**config.mk**
```make
export PLATFORM = sky130hd
export DESIGN_NAME = guide_markup_to_html_stream
export DESIGN_NICKNAME = d
export VERILOG_FILES = /design/src/hdl/gmh_pkg.sv /design/src/hdl/gmh_front.sv /design/src/hdl/gmh_queue.sv /design/src/hdl/gmh_back.sv /design/src/hdl/guide_markup_to_html_stream.sv
export SDC_FILE = /design/constraint.sdc
export NUM_CORES = 1
export LEC_CHECK = 0
export BUFFER_PORTS_ARGS = -buffer_cell sky130_fd_sc_hd__buf_2
export CORE_ASPECT_RATIO = 0.9
export CORE_MARGIN = 1
export CORE_UTILIZATION = 60
export CTS_BUF_LIST = sky130_fd_sc_hd__clkbuf_8
export CTS_CLUSTER_SIZE = 12
export DETAILED_ROUTE_END_ITERATION = 16
export PLACE_DENSITY = 0.78
export SLEW_MARGIN = 20
export SYNTH_ARGS = -nofsm -noshare
export SYNTH_HDL_FRONTEND = slang
export SYNTH_SLANG_ARGS = --single-unit
```
**constraint.sdc**
```tcl
create_clock -name clk -period 11.76 [get_ports clk]
set_input_delay 1.176 -clock clk [delete_from_list [all_inputs] [get_ports clk]]
set_output_delay 1.176 -clock clk [all_outputs]
set_load 0.005 [all_outputs]
```
**src/hdl/gmh_pkg.sv**
```systemverilog
// ----------------------------------------------------------------------------
// Markup to HTML stream: shared definitions
// Types, codes and character tables used by the front, the queue and the back.
// ----------------------------------------------------------------------------
package gmh_pkg;

  localparam logic [7:0] KEY_RESET = 8'h1A;
  localparam logic [7:0] CARET     = 8'h5E;
  localparam logic [7:0] RUN_MARK  = 8'hFF;
  localparam logic [7:0] SPACE     = 8'h20;
  localparam logic [7:0] DOT       = 8'h2E;
  localparam logic [7:0] PRINT_LO  = 8'h20;
  localparam logic [7:0] PRINT_HI  = 8'h7E;

  localparam int QDEPTH = 4;
  localparam int QPTR_W = $clog2(QDEPTH);
  localparam int QCNT_W = $clog2(QDEPTH + 1);

  typedef enum logic [2:0] {
    PH_IDLE  = 3'd0,
    PH_CARET = 3'd1,
    PH_ATTR1 = 3'd2,
    PH_ATTR2 = 3'd3,
    PH_HEXHI = 3'd4,
    PH_HEXLO = 3'd5,
    PH_COUNT = 3'd6
  } phase_t;

  typedef enum logic [3:0] {
    SEG_NONE,
    SEG_CHAR,
    SEG_MARK,
    SEG_LT,
    SEG_GT,
    SEG_AMP,
    SEG_OB,
    SEG_CB,
    SEG_OU,
    SEG_CU
  } seg_t;

  typedef struct packed {
    seg_t       s0;
    seg_t       s1;
    logic [7:0] ch;
    logic [7:0] rep;
    logic       eol;
  } cmd_t;

  function automatic logic [3:0] hex_digit(input logic [7:0] b);
    logic [7:0] u;
    u = b;
    if (b >= "a" && b <= "z") u = b - 8'd32;
    if (u >= "0" && u <= "9") return 4'(u - "0");
    if (u >= "A" && u <= "F") return 4'(u - "A" + 8'd10);
    return 4'd0;
  endfunction

  function automatic logic [7:0] clean_byte(input logic [7:0] b);
    logic [7:0] r;
    case (b) inside
      8'hB3, 8'hB4, 8'hB5, 8'hB6, 8'hB9, 8'hBA, 8'hC3, 8'hCC: r = "|";
      8'hC4, 8'hC1, 8'hC2, 8'hC6, 8'hC7, 8'hCA,
      8'hCB, 8'hCD, 8'hCF, 8'hD0, 8'hD1, 8'hD2: r = "-";
      8'hB7, 8'hB8, 8'hBB, 8'hBC, 8'hBD, 8'hBE, 8'hBF, 8'hC0, 8'hC5, 8'hC8,
      8'hC9, 8'hCE, [8'hD3:8'hDA]: r = "+";
      [8'hDB:8'hDF], 8'hB0, 8'hB1, 8'hB2: r = "#";
      default: begin
        if ((b < PRINT_LO || b > PRINT_HI) && b != 8'h00) r = DOT;
        else r = b;
      end
    endcase
    return r;
  endfunction

  function automatic logic [2:0] seg_len(input seg_t s);
    logic [2:0] n;
    unique case (s)
      SEG_LT, SEG_GT, SEG_CB, SEG_CU: n = 3'd4;
      SEG_AMP:                        n = 3'd5;
      SEG_OB, SEG_OU:                 n = 3'd3;
      default:                        n = 3'd1;
    endcase
    return n;
  endfunction

  function automatic logic [7:0] seg_char(input seg_t s, input logic [2:0] i);
    logic [7:0] c;
    c = 8'h00;
    unique case (s)
      SEG_LT:  c = (i == 3'd0) ? "&" : (i == 3'd1) ? "l" : (i == 3'd2) ? "t" : ";";
      SEG_GT:  c = (i == 3'd0) ? "&" : (i == 3'd1) ? "g" : (i == 3'd2) ? "t" : ";";
      SEG_AMP: c = (i == 3'd0) ? "&" : (i == 3'd1) ? "a" : (i == 3'd2) ? "m" :
                   (i == 3'd3) ? "p" : ";";
      SEG_OB:  c = (i == 3'd0) ? "<" : (i == 3'd1) ? "B" : ">";
      SEG_OU:  c = (i == 3'd0) ? "<" : (i == 3'd1) ? "U" : ">";
      SEG_CB:  c = (i == 3'd0) ? "<" : (i == 3'd1) ? "/" : (i == 3'd2) ? "B" : ">";
      SEG_CU:  c = (i == 3'd0) ? "<" : (i == 3'd1) ? "/" : (i == 3'd2) ? "U" : ">";
      default: c = 8'h00;
    endcase
    return c;
  endfunction

endpackage

```
**src/hdl/gmh_front.sv**
```systemverilog
// ----------------------------------------------------------------------------
// Markup to HTML stream: front end
// Unmasks each accepted item, runs the escape machine and issues at most one command.
// ----------------------------------------------------------------------------
module gmh_front (
  input  logic          clk,
  input  logic          rst,
  input  logic          cfg_write,
  input  logic [7:0]    cfg_data,
  input  logic          accept,
  input  logic [7:0]    raw_byte,
  output logic          cmd_valid,
  output gmh_pkg::cmd_t cmd
);
  import gmh_pkg::*;

  logic [7:0] xor_key;
  phase_t     phase;
  phase_t     phase_next;
  logic [3:0] high_nibble;
  logic [3:0] high_nibble_next;
  logic       bold_open;
  logic       bold_open_next;
  logic       underline_open;
  logic       underline_open_next;
  logic [7:0] b;

  assign b = raw_byte ^ xor_key;

  function automatic cmd_t html_cmd(input logic [7:0] c);
    cmd_t r;
    r = '{s0: SEG_CHAR, s1: SEG_NONE, ch: c, rep: 8'd1, eol: 1'b0};
    if (c == "<") r.s0 = SEG_LT;
    else if (c == ">") r.s0 = SEG_GT;
    else if (c == "&") r.s0 = SEG_AMP;
    else if (c == 8'h00) r.ch = SPACE;
    return r;
  endfunction

  function automatic cmd_t idle_cmd(input logic [7:0] c);
    cmd_t r;
    r = '{s0: SEG_NONE, s1: SEG_NONE, ch: 8'h00, rep: 8'd0, eol: 1'b0};
    if (c != CARET && c != RUN_MARK) r = html_cmd(clean_byte(c));
    return r;
  endfunction

  function automatic cmd_t close_cmd(input logic bo, input logic uo, input logic eol);
    cmd_t r;
    r = '{s0: SEG_NONE, s1: SEG_NONE, ch: 8'h00, rep: 8'd0, eol: eol};
    if (bo) r.s0 = SEG_CB;
    else if (uo) r.s0 = SEG_CU;
    else if (eol) r.s0 = SEG_MARK;
    if (bo && uo) r.s1 = SEG_CU;
    return r;
  endfunction

  function automatic phase_t idle_phase(input logic [7:0] c);
    phase_t p;
    p = PH_IDLE;
    if (c == CARET) p = PH_CARET;
    else if (c == RUN_MARK) p = PH_COUNT;
    return p;
  endfunction

  always_comb begin
    phase_next = PH_IDLE;
    if (b != 8'h00) begin
      unique case (phase)
        PH_CARET: begin
          case (b) inside
            "a", "A": phase_next = PH_ATTR1;
            "c", "C": phase_next = PH_HEXHI;
            "b", "B", "n", "N", "r", "R", "u", "U", CARET: phase_next = PH_IDLE;
            default: phase_next = idle_phase(b);
          endcase
        end
        PH_ATTR1: phase_next = PH_ATTR2;
        PH_HEXHI: phase_next = PH_HEXLO;
        PH_ATTR2, PH_HEXLO, PH_COUNT: phase_next = PH_IDLE;
        default: phase_next = idle_phase(b);
      endcase
    end
  end

  always_comb begin
    cmd                 = '{s0: SEG_NONE, s1: SEG_NONE, ch: 8'h00, rep: 8'd0, eol: 1'b0};
    high_nibble_next    = high_nibble;
    bold_open_next      = bold_open;
    underline_open_next = underline_open;
    if (b == 8'h00) begin
      cmd                 = close_cmd(bold_open, underline_open, 1'b1);
      bold_open_next      = 1'b0;
      underline_open_next = 1'b0;
    end else begin
      unique case (phase)
        PH_CARET: begin
          case (b) inside
            "a", "A", "c", "C", "r", "R": cmd.s0 = SEG_NONE;
            "b", "B": begin
              cmd.s0         = bold_open ? SEG_CB : SEG_OB;
              bold_open_next = !bold_open;
            end
            "u", "U": begin
              cmd.s0              = underline_open ? SEG_CU : SEG_OU;
              underline_open_next = !underline_open;
            end
            "n", "N": begin
              cmd                 = close_cmd(bold_open, underline_open, 1'b0);
              bold_open_next      = 1'b0;
              underline_open_next = 1'b0;
            end
            CARET: cmd = '{s0: SEG_CHAR, s1: SEG_NONE, ch: CARET, rep: 8'd1, eol: 1'b0};
            default: cmd = idle_cmd(b);
          endcase
        end
        PH_ATTR1, PH_ATTR2: cmd.s0 = SEG_NONE;
        PH_HEXHI: high_nibble_next = hex_digit(b);
        PH_HEXLO: cmd = html_cmd(clean_byte({high_nibble, hex_digit(b)}));
        PH_COUNT: cmd = '{s0: SEG_CHAR, s1: SEG_NONE, ch: SPACE, rep: b, eol: 1'b0};
        default: cmd = idle_cmd(b);
      endcase
    end
  end

  assign cmd_valid = accept && (cmd.s0 != SEG_NONE);

  always_ff @(posedge clk) begin
    if (rst) begin
      xor_key        <= KEY_RESET;
      phase          <= PH_IDLE;
      high_nibble    <= 4'd0;
      bold_open      <= 1'b0;
      underline_open <= 1'b0;
    end else begin
      if (cfg_write) xor_key <= cfg_data;
      if (accept) begin
        phase          <= phase_next;
        high_nibble    <= high_nibble_next;
        bold_open      <= bold_open_next;
        underline_open <= underline_open_next;
      end
    end
  end

endmodule

```
**src/hdl/gmh_queue.sv**
```systemverilog
// ----------------------------------------------------------------------------
// Markup to HTML stream: command queue
// Short first-in first-out queue of commands between the front and the back.
// ----------------------------------------------------------------------------
module gmh_queue (
  input  logic          clk,
  input  logic          rst,
  input  logic          wr_en,
  input  gmh_pkg::cmd_t wr_data,
  output logic          full,
  input  logic          rd_en,
  output gmh_pkg::cmd_t rd_data,
  output logic          empty
);
  import gmh_pkg::*;

  cmd_t              store [QDEPTH];
  logic [QPTR_W-1:0] wr_ptr;
  logic [QPTR_W-1:0] rd_ptr;
  logic [QCNT_W-1:0] count;
  logic              do_wr;
  logic              do_rd;

  assign full    = (count == QCNT_W'(QDEPTH));
  assign empty   = (count == '0);
  assign do_wr   = wr_en && !full;
  assign do_rd   = rd_en && !empty;
  assign rd_data = store[rd_ptr];

  always_ff @(posedge clk) begin
    if (do_wr) store[wr_ptr] <= wr_data;
  end

  always_ff @(posedge clk) begin
    if (rst) begin
      wr_ptr <= '0;
      rd_ptr <= '0;
      count  <= '0;
    end else begin
      if (do_wr) wr_ptr <= wr_ptr + 1'b1;
      if (do_rd) rd_ptr <= rd_ptr + 1'b1;
      if (do_wr && !do_rd) count <= count + 1'b1;
      else if (do_rd && !do_wr) count <= count - 1'b1;
    end
  end

endmodule

```
**src/hdl/gmh_back.sv**
```systemverilog
// ----------------------------------------------------------------------------
// Markup to HTML stream: back end
// Expands the queue head command into result items, one a cycle while popped.
// ----------------------------------------------------------------------------
module gmh_back (
  input  logic          clk,
  input  logic          rst,
  input  gmh_pkg::cmd_t head,
  input  logic          head_empty,
  output logic          head_pop,
  output logic          empty,
  input  logic          pop,
  output logic [7:0]    out_byte,
  output logic [7:0]    repeat_count,
  output logic          end_of_line,
  output logic          last
);
  import gmh_pkg::*;

  logic       out_valid;
  logic [2:0] pos;
  logic       seg_sel;
  seg_t       cur;
  logic       seg_end;
  logic       cmd_end;
  logic       advance;
  logic [7:0] byte_next;
  logic [7:0] rep_next;

  assign cur     = seg_sel ? head.s1 : head.s0;
  assign seg_end = (pos == seg_len(cur) - 3'd1);
  assign cmd_end = seg_end && (seg_sel || head.s1 == SEG_NONE);
  assign advance = !head_empty && (!out_valid || pop);
  assign head_pop = advance && cmd_end;
  assign empty   = !out_valid;

  always_comb begin
    if (cur == SEG_CHAR) begin
      byte_next = head.ch;
      rep_next  = head.rep;
    end else if (cur == SEG_MARK) begin
      byte_next = 8'h00;
      rep_next  = 8'd0;
    end else begin
      byte_next = seg_char(cur, pos);
      rep_next  = 8'd1;
    end
  end

  always_ff @(posedge clk) begin
    if (advance) begin
      out_byte     <= byte_next;
      repeat_count <= rep_next;
      end_of_line  <= cmd_end && head.eol;
      last         <= cmd_end;
    end
  end

  always_ff @(posedge clk) begin
    if (rst) begin
      out_valid <= 1'b0;
      pos       <= 3'd0;
      seg_sel   <= 1'b0;
    end else begin
      if (advance) out_valid <= 1'b1;
      else if (pop) out_valid <= 1'b0;
      if (advance) begin
        if (cmd_end) begin
          pos     <= 3'd0;
          seg_sel <= 1'b0;
        end else if (seg_end) begin
          pos     <= 3'd0;
          seg_sel <= 1'b1;
        end else begin
          pos <= pos + 3'd1;
        end
      end
    end
  end

endmodule

```
**src/hdl/guide_markup_to_html_stream.sv**
```systemverilog
// ----------------------------------------------------------------------------
// Markup to HTML stream: top level
// Help-text markup bytes in, HTML characters, space runs and line ends out.
// ----------------------------------------------------------------------------
// Throughput: one item per cycle while each gives at most one result and the
// results are popped; an item giving n results holds the back end, which emits
// one result a cycle while popped, until all n are out. A four-entry command
// queue lets the front keep taking items meanwhile.
// Reset: synchronous; key 0x1A, escape machine idle, tags closed, queue and output empty.
module guide_markup_to_html_stream (
  input  logic       clk,
  input  logic       rst,
  input  logic       cfg_write,
  input  logic [7:0] cfg_data,
  input  logic       push,
  output logic       full,
  input  logic [7:0] raw_byte,
  output logic       empty,
  input  logic       pop,
  output logic [7:0] out_byte,
  output logic [7:0] repeat_count,
  output logic       end_of_line,
  output logic       last
);
  import gmh_pkg::*;

  logic accept;
  logic cmd_valid;
  cmd_t cmd;
  cmd_t head;
  logic head_empty;
  logic head_pop;

  assign accept = push && !full;

  gmh_front u_front (
    .clk       (clk),
    .rst       (rst),
    .cfg_write (cfg_write),
    .cfg_data  (cfg_data),
    .accept    (accept),
    .raw_byte  (raw_byte),
    .cmd_valid (cmd_valid),
    .cmd       (cmd)
  );

  gmh_queue u_queue (
    .clk     (clk),
    .rst     (rst),
    .wr_en   (cmd_valid),
    .wr_data (cmd),
    .full    (full),
    .rd_en   (head_pop),
    .rd_data (head),
    .empty   (head_empty)
  );

  gmh_back u_back (
    .clk          (clk),
    .rst          (rst),
    .head         (head),
    .head_empty   (head_empty),
    .head_pop     (head_pop),
    .empty        (empty),
    .pop          (pop),
    .out_byte     (out_byte),
    .repeat_count (repeat_count),
    .end_of_line  (end_of_line),
    .last         (last)
  );

endmodule

```
Word-level counts from Yosys, hierarchy flattened
Memory sizes are Yosys's and may differ from the RTL's. A register that Yosys moved wholly into a read port is not among the register bits.
Cells that the tools add are included.
{"block": "word_totals", "reg_bits": 47, "ram_bits": 100, "inputBits": 21, "output_inout_bits": 20, "word_cells": 395, "n_memories": 1}
{"memory": "u_queue.store", "words": 4, "word_bits": 25, "read_ports": 1, "rd_clocked_by_memory_dff": 1, "wr": 1, "line": "gmh_queue.sv:17", "text": "cmd_t store [QDEPTH];"}
{"block": "op_classes", "n_addsub": 13, "n_lt_le_gt_ge": 22, "n_eq_ne": 118, "n_mux": 150, "n_bitwise": 2, "n_reduce_logical": 74}
{"cell": "$eq A8 B8 Y1 const B", "n": 71}
{"cell": "$mux W8", "n": 55}
{"cell": "$mux W4", "n": 27}
{"cell": "$mux W21", "n": 5}
{"cell": "$eq A8 B7 Y1 const B", "n": 13}
{"cell": "$pmux W21 S4", "n": 1}
{"cell": "$mux W25", "n": 3}
{"cell": "$eq A8 B6 Y1 const B", "n": 9}
{"cell": "$pmux W8 S7", "n": 1}
{"cell": "$mux W7", "n": 6}
{"cell": "$mux W3", "n": 13}
{"cell": "$mux W1", "n": 34}
{"cell": "$ge A8 B8 Y1 const B", "n": 4}
{"cell": "$le A8 B8 Y1 const B", "n": 4}
{"cell": "$logic_not A8 Y1", "n": 4}
{"cell": "$reduce_or A13 Y1", "n": 2}
{"cell": "$ge A8 B7 Y1 const B", "n": 3}
{"cell": "$le A8 B7 Y1 const B", "n": 3}
{"cell": "$reduce_or A12 Y1", "n": 2}
{"cell": "$logic_and A1 B1 Y1", "n": 23}
{"cell": "$eq A4 B3 Y1 const B", "n": 4}
{"cell": "$ge A8 B6 Y1 const B", "n": 2}
{"cell": "$gt A8 B7 Y1 const B", "n": 2}
{"cell": "$le A8 B6 Y1 const B", "n": 2}
{"cell": "other kinds (41)", "n": 86}

Logic depth before layout (Yosys ltp)
{"block": "depth", "depth_word": 42, "ltp_mapped": 24, "mapped_depth_nobuf": 20}

Cells and area by module
From an unflattened synthesis, not the netlist that was laid out.
{"block": "hier_totals", "cells_unflattened": 793, "area_unflattened_um2": 8650.8}
{"module": "gmh_queue", "n_inst": 1, "cells_per_inst": 179, "area_per_inst_um2": 4125.2, "seq_area_each_um2": 3183.1}
{"module": "gmh_front", "n_inst": 1, "cells_per_inst": 431, "area_per_inst_um2": 2882.8, "seq_area_each_um2": 340.3}
{"module": "gmh_back", "n_inst": 1, "cells_per_inst": 182, "area_per_inst_um2": 1629.1, "seq_area_each_um2": 640.6}
{"module": "guide_markup_to_html_stream", "n_inst": 1, "cells_per_inst": 1, "area_per_inst_um2": 13.8, "seq_area_each_um2": 0.0}

Worst setup path after synthesis
OpenSTA, ideal clock, no wires.
{"block": "synth_path", "path_type": "input port to flip-flop", "from": "input raw_byte[1]", "to": "register u_queue.count[2]", "setup_ns": 0.070, "arrival_ns": 5.416, "required_ns": 11.690, "setup_slack_ns": 6.273, "path_stages": 24, "n_path_buf": 4, "path_cell_list": "xor2_2 -> inv_2 -> buf_2 -> ha_1 -> clkbuf_1 -> inv_1 -> nand3_1 -> o311ai_1 -> o21ai_1 -> buf_4 -> buf_2 -> nor3_1 -> nand2_1 -> o2111ai_1 -> nand4_1 -> or2_2 -> o21a_1 -> a31oi_4 -> ha_1 -> inv_1 -> fa_1 -> xor2_1 -> or3_1 -> a21oi_1"}
{"block": "synth_via", "elab_chain_len": 38, "word_cells_on_any_way": 208, "cone_classes": "add/sub: 4; order compare: 18; eq/ne: 94; mux: 57; bitwise: 1; reduce/logical: 34"}
{"element": "start, declared", "line": "guide_markup_to_html_stream.sv:17", "text": "input logic [7:0] raw_byte,"}
{"element": "$xor A8 B8 Y8 *", "line": "gmh_front.sv:28", "text": "assign b = raw_byte ^ xor_key;"}
{"element": "$ge A8 B7 Y1 or $le A8 B7 Y1 (tied branches)", "line": "gmh_pkg.sv:53", "text": "if (b >= \"a\" && b <= \"z\") u = b - 8'd32;"}
{"element": "$logic_and A1 B1 Y1", "line": "gmh_pkg.sv:53"}
{"element": "$mux W8", "line": "gmh_pkg.sv:53"}
{"element": "$mux W8", "line": "gmh_front.sv:95", "text": "unique case (phase)"}
{"element": "$mux W8", "line": "gmh_front.sv:90", "text": "if (b == 8'h00) begin"}
{"element": "$ge A8 B7 Y1 or $le A8 B7 Y1 (tied branches)", "line": "gmh_pkg.sv:55", "text": "if (u >= \"A\" && u <= \"F\") return 4'(u - \"A\" + 8'd10);"}
{"element": "$logic_and A1 B1 Y1", "line": "gmh_pkg.sv:55"}
{"element": "(+23 left out)"}
{"element": "$mux W25 *", "line": "gmh_front.sv:90"}
{"element": "$reduce_bool A4 Y1 *", "line": "gmh_front.sv:125", "text": "assign cmd_valid = accept && (cmd.s0 != SEG_NONE);"}
{"element": "$logic_and A1 B1 Y1 *", "line": "gmh_front.sv:125"}
{"element": "$logic_and A1 B1 Y1 *", "line": "gmh_queue.sv:26", "text": "assign do_wr = wr_en && !full;"}
{"element": "net u_queue.do_wr", "line": "gmh_queue.sv:21", "text": "logic do_wr;"}
{"element": "$logic_not A1 Y1", "line": "gmh_queue.sv:43", "text": "else if (do_rd && !do_wr) count <= count - 1'b1;"}
{"element": "$logic_and A1 B1 Y1", "line": "gmh_queue.sv:43"}
{"element": "$reduce_bool A2 Y1 (no line)"}
{"element": "end signal, assigned", "line": "gmh_queue.sv:42", "text": "if (do_wr && !do_rd) count <= count + 1'b1;"}
{"element": "end signal, assigned", "line": "gmh_queue.sv:43"}
{"element": "end, declared", "line": "gmh_queue.sv:20", "text": "logic [QCNT_W-1:0] count;"}
The timed path passes the listed nets; every way through them passes the cells marked *. The select of a mux whose other input is x is not followed.
A chain may end at the register's enable or synchronous reset.

Worst setup path in the final report
{"block": "layout_path", "from": "input raw_byte[0]", "to": "register u_queue.count[2]"}
Same word-level chain as after synthesis.

==> out/qor_table.md <==
| Metric | Value |
| --- | --- |
| Post-Synthesis Cells | 755 |
| Worst slew pin tran | 1.14 ns |
| Post-synth ARST share | 0% |
| Mean Syn Cell Area | 10.4 um^2 |
| Register-to-Register Setup Slack | 5.24 ns |
| Slack of the critical path | 5.08 ns |
| Final worst hold slack | 0.486 ns |
| Post CTS Setup Buffer Count | 0 |
| Part of the cycle the worst path needs | 56.8% |
| Setup Skew | 0.0211 ns |
| Vertical die dimension | 111 um |
| Total non-filler cell area in the finished layout | 8580 um^2 |
| Post-Synthesis Cell Area | 7870 um^2 |
| TritonCTS Sinks | 137 |
| Origin of the worst setup path | raw_byte[0] |
| WP data required | 12.12 ns |
| Std-Cell Rows | 39 |
| First-pass GRT wire length | 31800 um |
| Rel. slew slack | 21.7% |
| Type of destination of the critical path | flip-flop |
| Routability cong. | 0.951 |
| Startpoint-to-endpoint class of the critical path | in2reg |
| Number of hold buffers added after CTS | 0 |
| Post-layout minimum cycle time | 6.68 ns |
| Placed cell areas | 8180 um^2 |
| ANT cells | 0 |
| Number of synthesized flops with an enable pin | 106 |
| Status | finished clean |
| Drt total wl | 19700 um |
| Launch point of the worst hold path | u_back.out_valid |
| Final max-slew violation count | 0 |
| Flip-flop and latch count after synthesis | 137 |
| Total setup violations reported at the end of the flow | 0 |
| Source-to-sink clock delay at the later pin of the worst-skew pair | 0.45 ns |
| Worst hold-check path type | reg2reg |
| Std-Cell Core Area | 12700 um^2 |
| Final-report hold violation count | 0 |
| Bufs on Longest Clock Path | 2 |
| ANT nets after route | 0 |
| Detailed Route Iter0 Violations | 781 |
| Post-synth cell types | 84 |
| Vias per cell | 6.66 |
| Commonest non-fill, non-tap cell in the layout | sky130_fd_sc_hd__edfxtp_1 |
| Worst-path maximum fanout | 20 |
| Core utilization of the finished layout | 67.4% |
| P per Cell Area | 188 nW/um^2 |
| Warnings from Yosys | 0 |
| Largest net degree at the start of global routing | 33 |
| Cts bufs inserted | 17 |
| Max Clock Freq | 150 MHz |
| Layout cells sized above 1 | 16.2% |
| Top area cells in the synthesized netlist | sky130_fd_sc_hd__edfxtp_1 40%, sky130_fd_sc_hd__dfxtp_1 7.9%, sky130_fd_sc_hd__mux4_2 6.3%, sky130_fd_sc_hd__nor2_1 4.4%, sky130_fd_sc_hd__nand2_1 3.2% |
| Count of pins on the block boundary | 41 |
| Root buf cell | sky130_fd_sc_hd__clkbuf_8 |
| Setup TNS Final | 0 ns |
| Unrepaired setup endpoints after global routing | no |
| Reg-to-reg endpoint | u_queue.count[2] |
| Reported max-cap violation count | 0 |
| CTS clk-pin slew, worst paths | 0.09 ns |
| Commonest non-fill, non-tap cells in the layout | 106 x sky130_fd_sc_hd__edfxtp_1, 93 x sky130_fd_sc_hd__nor2_1, 68 x sky130_fd_sc_hd__nand2_1, 43 x sky130_fd_sc_hd__a21oi_1, 42 x sky130_fd_sc_hd__o21ai_0 |
| Routed via count | 6411 |
| Global-route usage over all layers | 30.6% |
| Number of DRC violations after detailed routing | 0 |
| CTS tree | done |
| Initial core utilization | 61.8% |
| Layout net count | 824 |
| Number of antenna violations at the first check in global routing | 0 |
| Area added between synthesis and finish | 8.99% |
| Arrival time at the worst endpoint | 7.04 ns |
| Proportion of netlist area held by the largest area contributor | 40.4% |
| Number of iterations in the first detailed-routing pass | 8 |
| Post-synth top flop | sky130_fd_sc_hd__edfxtp_1 |
| Die outline width | 123 um |
| Count of instances resized after the clock tree is built | 0 |
| Congestion Overflow GR | 0 |
| Place WS | 4.81 ns |
| Yosys top cell by area | sky130_fd_sc_hd__edfxtp_1 |
| Sequential element share of the synthesized area | 48.3% |
| Wire length per cell | 20.4 um |
| Area of the die | 13600 um^2 |
| Half-perimeter wire length after placement | 13700 um |
| Peak VDD IR | 0.125 mV |
| Worst reg-to-reg path cell count | 18 |
| Leakage | 3.02 nW |
| Count of buffers from port buffering | 40 |
| Type of element launching the critical path | input port |
| H-tree depth | 4 |
| Critical path capture point | u_queue.count[2] |
| Vias in the first global route | 6122 |
critical path: stages:
cell                       delay [ns]
sky130_fd_sc_hd__buf_2           0.11
sky130_fd_sc_hd__xnor2_1         0.76
sky130_fd_sc_hd__inv_1           0.35
sky130_fd_sc_hd__ha_1            0.40
sky130_fd_sc_hd__inv_1           0.14
sky130_fd_sc_hd__nand3_1         0.22
sky130_fd_sc_hd__o311ai_1        0.31
sky130_fd_sc_hd__o21ai_1         0.15
sky130_fd_sc_hd__buf_4           0.22
sky130_fd_sc_hd__nor2_1          0.39
sky130_fd_sc_hd__nor3_1          0.10
sky130_fd_sc_hd__a311oi_1        0.32
sky130_fd_sc_hd__nand4_1         0.20
sky130_fd_sc_hd__or2_2           0.34
sky130_fd_sc_hd__o21a_1          0.23
sky130_fd_sc_hd__a31oi_4         0.28
sky130_fd_sc_hd__ha_1            0.25
sky130_fd_sc_hd__inv_1           0.06
sky130_fd_sc_hd__fa_1            0.37
sky130_fd_sc_hd__xor2_1          0.18
sky130_fd_sc_hd__or3_1           0.32
sky130_fd_sc_hd__a21oi_1         0.17
sequential cells by signal, indices dropped and copies added (netlist names), named ones only:
register	flops
u_queue.store	88
u_back.out_byte	8
u_back.repeat_count	8
u_front.xor_key	8
u_front.high_nibble	4
u_back.pos	3
u_front.phase	3
u_queue.count	3
u_queue.rd_ptr	2
u_queue.wr_ptr	2
u_back.end_of_line	1
u_back.last	1
u_back.out_valid	1
u_back.seg_sel	1
u_front.bold_open	1
u_front.underline_open	1
cells by family after synthesis:
group | Yosys count | share of synthesized area [%]
AO/OA/AOI/OAI | 186 | 16.7
buffers and inverters | 66 | 3.32
flip-flops | 137 | 48.3
other | 1 | 0.0476
AND/OR/NAND/NOR | 291 | 18.1
multiplexers | 34 | 7.90
adder cells (fa/ha/maj) | 18 | 2.96
XOR/XNOR | 22 | 2.73
worst min path at each step:
stage	endpoint	slack (ns)	cells past startpoint
final	u_back.out_valid	0.49	2
after floorplan	u_back.out_valid	0.45	2
after CTS	u_back.out_valid	0.48	2
after global routing	u_back.out_valid	0.52	2
after detailed placement	u_back.out_valid	0.46	2
after global placement	u_back.out_valid	0.46	2
metrics by stage:
step                std cells  power [mW]
global route              962        1.71
CTS                       961        1.61
finish                    962        1.62
floorplan                 758        1.08
global placement          929        1.22
detailed placement        929        1.24
synth_stat cells (8+ instances only):
library cell / count
sky130_fd_sc_hd__ha_1: 17
sky130_fd_sc_hd__inv_1: 23
sky130_fd_sc_hd__nand4_1: 11
sky130_fd_sc_hd__edfxtp_1: 106
sky130_fd_sc_hd__nand3_1: 18
sky130_fd_sc_hd__o21ai_0: 42
sky130_fd_sc_hd__dfxtp_1: 31
sky130_fd_sc_hd__and3_1: 11
sky130_fd_sc_hd__a211oi_1: 12
sky130_fd_sc_hd__nor3_1: 22
sky130_fd_sc_hd__clkbuf_1: 25
sky130_fd_sc_hd__xnor2_1: 12
sky130_fd_sc_hd__nand2_1: 68
sky130_fd_sc_hd__and2_1: 10
sky130_fd_sc_hd__nand2b_1: 9
sky130_fd_sc_hd__buf_2: 8
sky130_fd_sc_hd__a21oi_1: 43
sky130_fd_sc_hd__mux2i_1: 10
sky130_fd_sc_hd__nor4_1: 9
sky130_fd_sc_hd__nor2_1: 93
sky130_fd_sc_hd__or3_1: 9
sky130_fd_sc_hd__o22ai_1: 9
sky130_fd_sc_hd__mux4_2: 22
power breakdown:
group | switching (mW) | internal, mW | total [mW]
Clock | 0.199 | 0.171 | 0.371
Combinational | 0.360 | 0.216 | 0.576
Sequential | 0.0353 | 0.633 | 0.668
routing by layer:
layer | vias up | GRT usage [%] | wire length, um
li1 | 2943 | - | -
met1 | 3030 | 41.4 | 8120
met2 | 374 | 49.1 | 9490
met3 | 64 | 5.35 | 1500
met4 | 0 | 11.7 | 548
met5 | - | 0 | 0
area by class of cell:
type                       count  area [um^2]
fill                         931         4150
tap                          164          205
sequential                   137         3800
timing repair buffer          47          260
clock buffer                  17          234
multi-input combinational    555         3840
clock inverter                15          141
inverter                      27          101
Power figures use the tool's default switching activity.
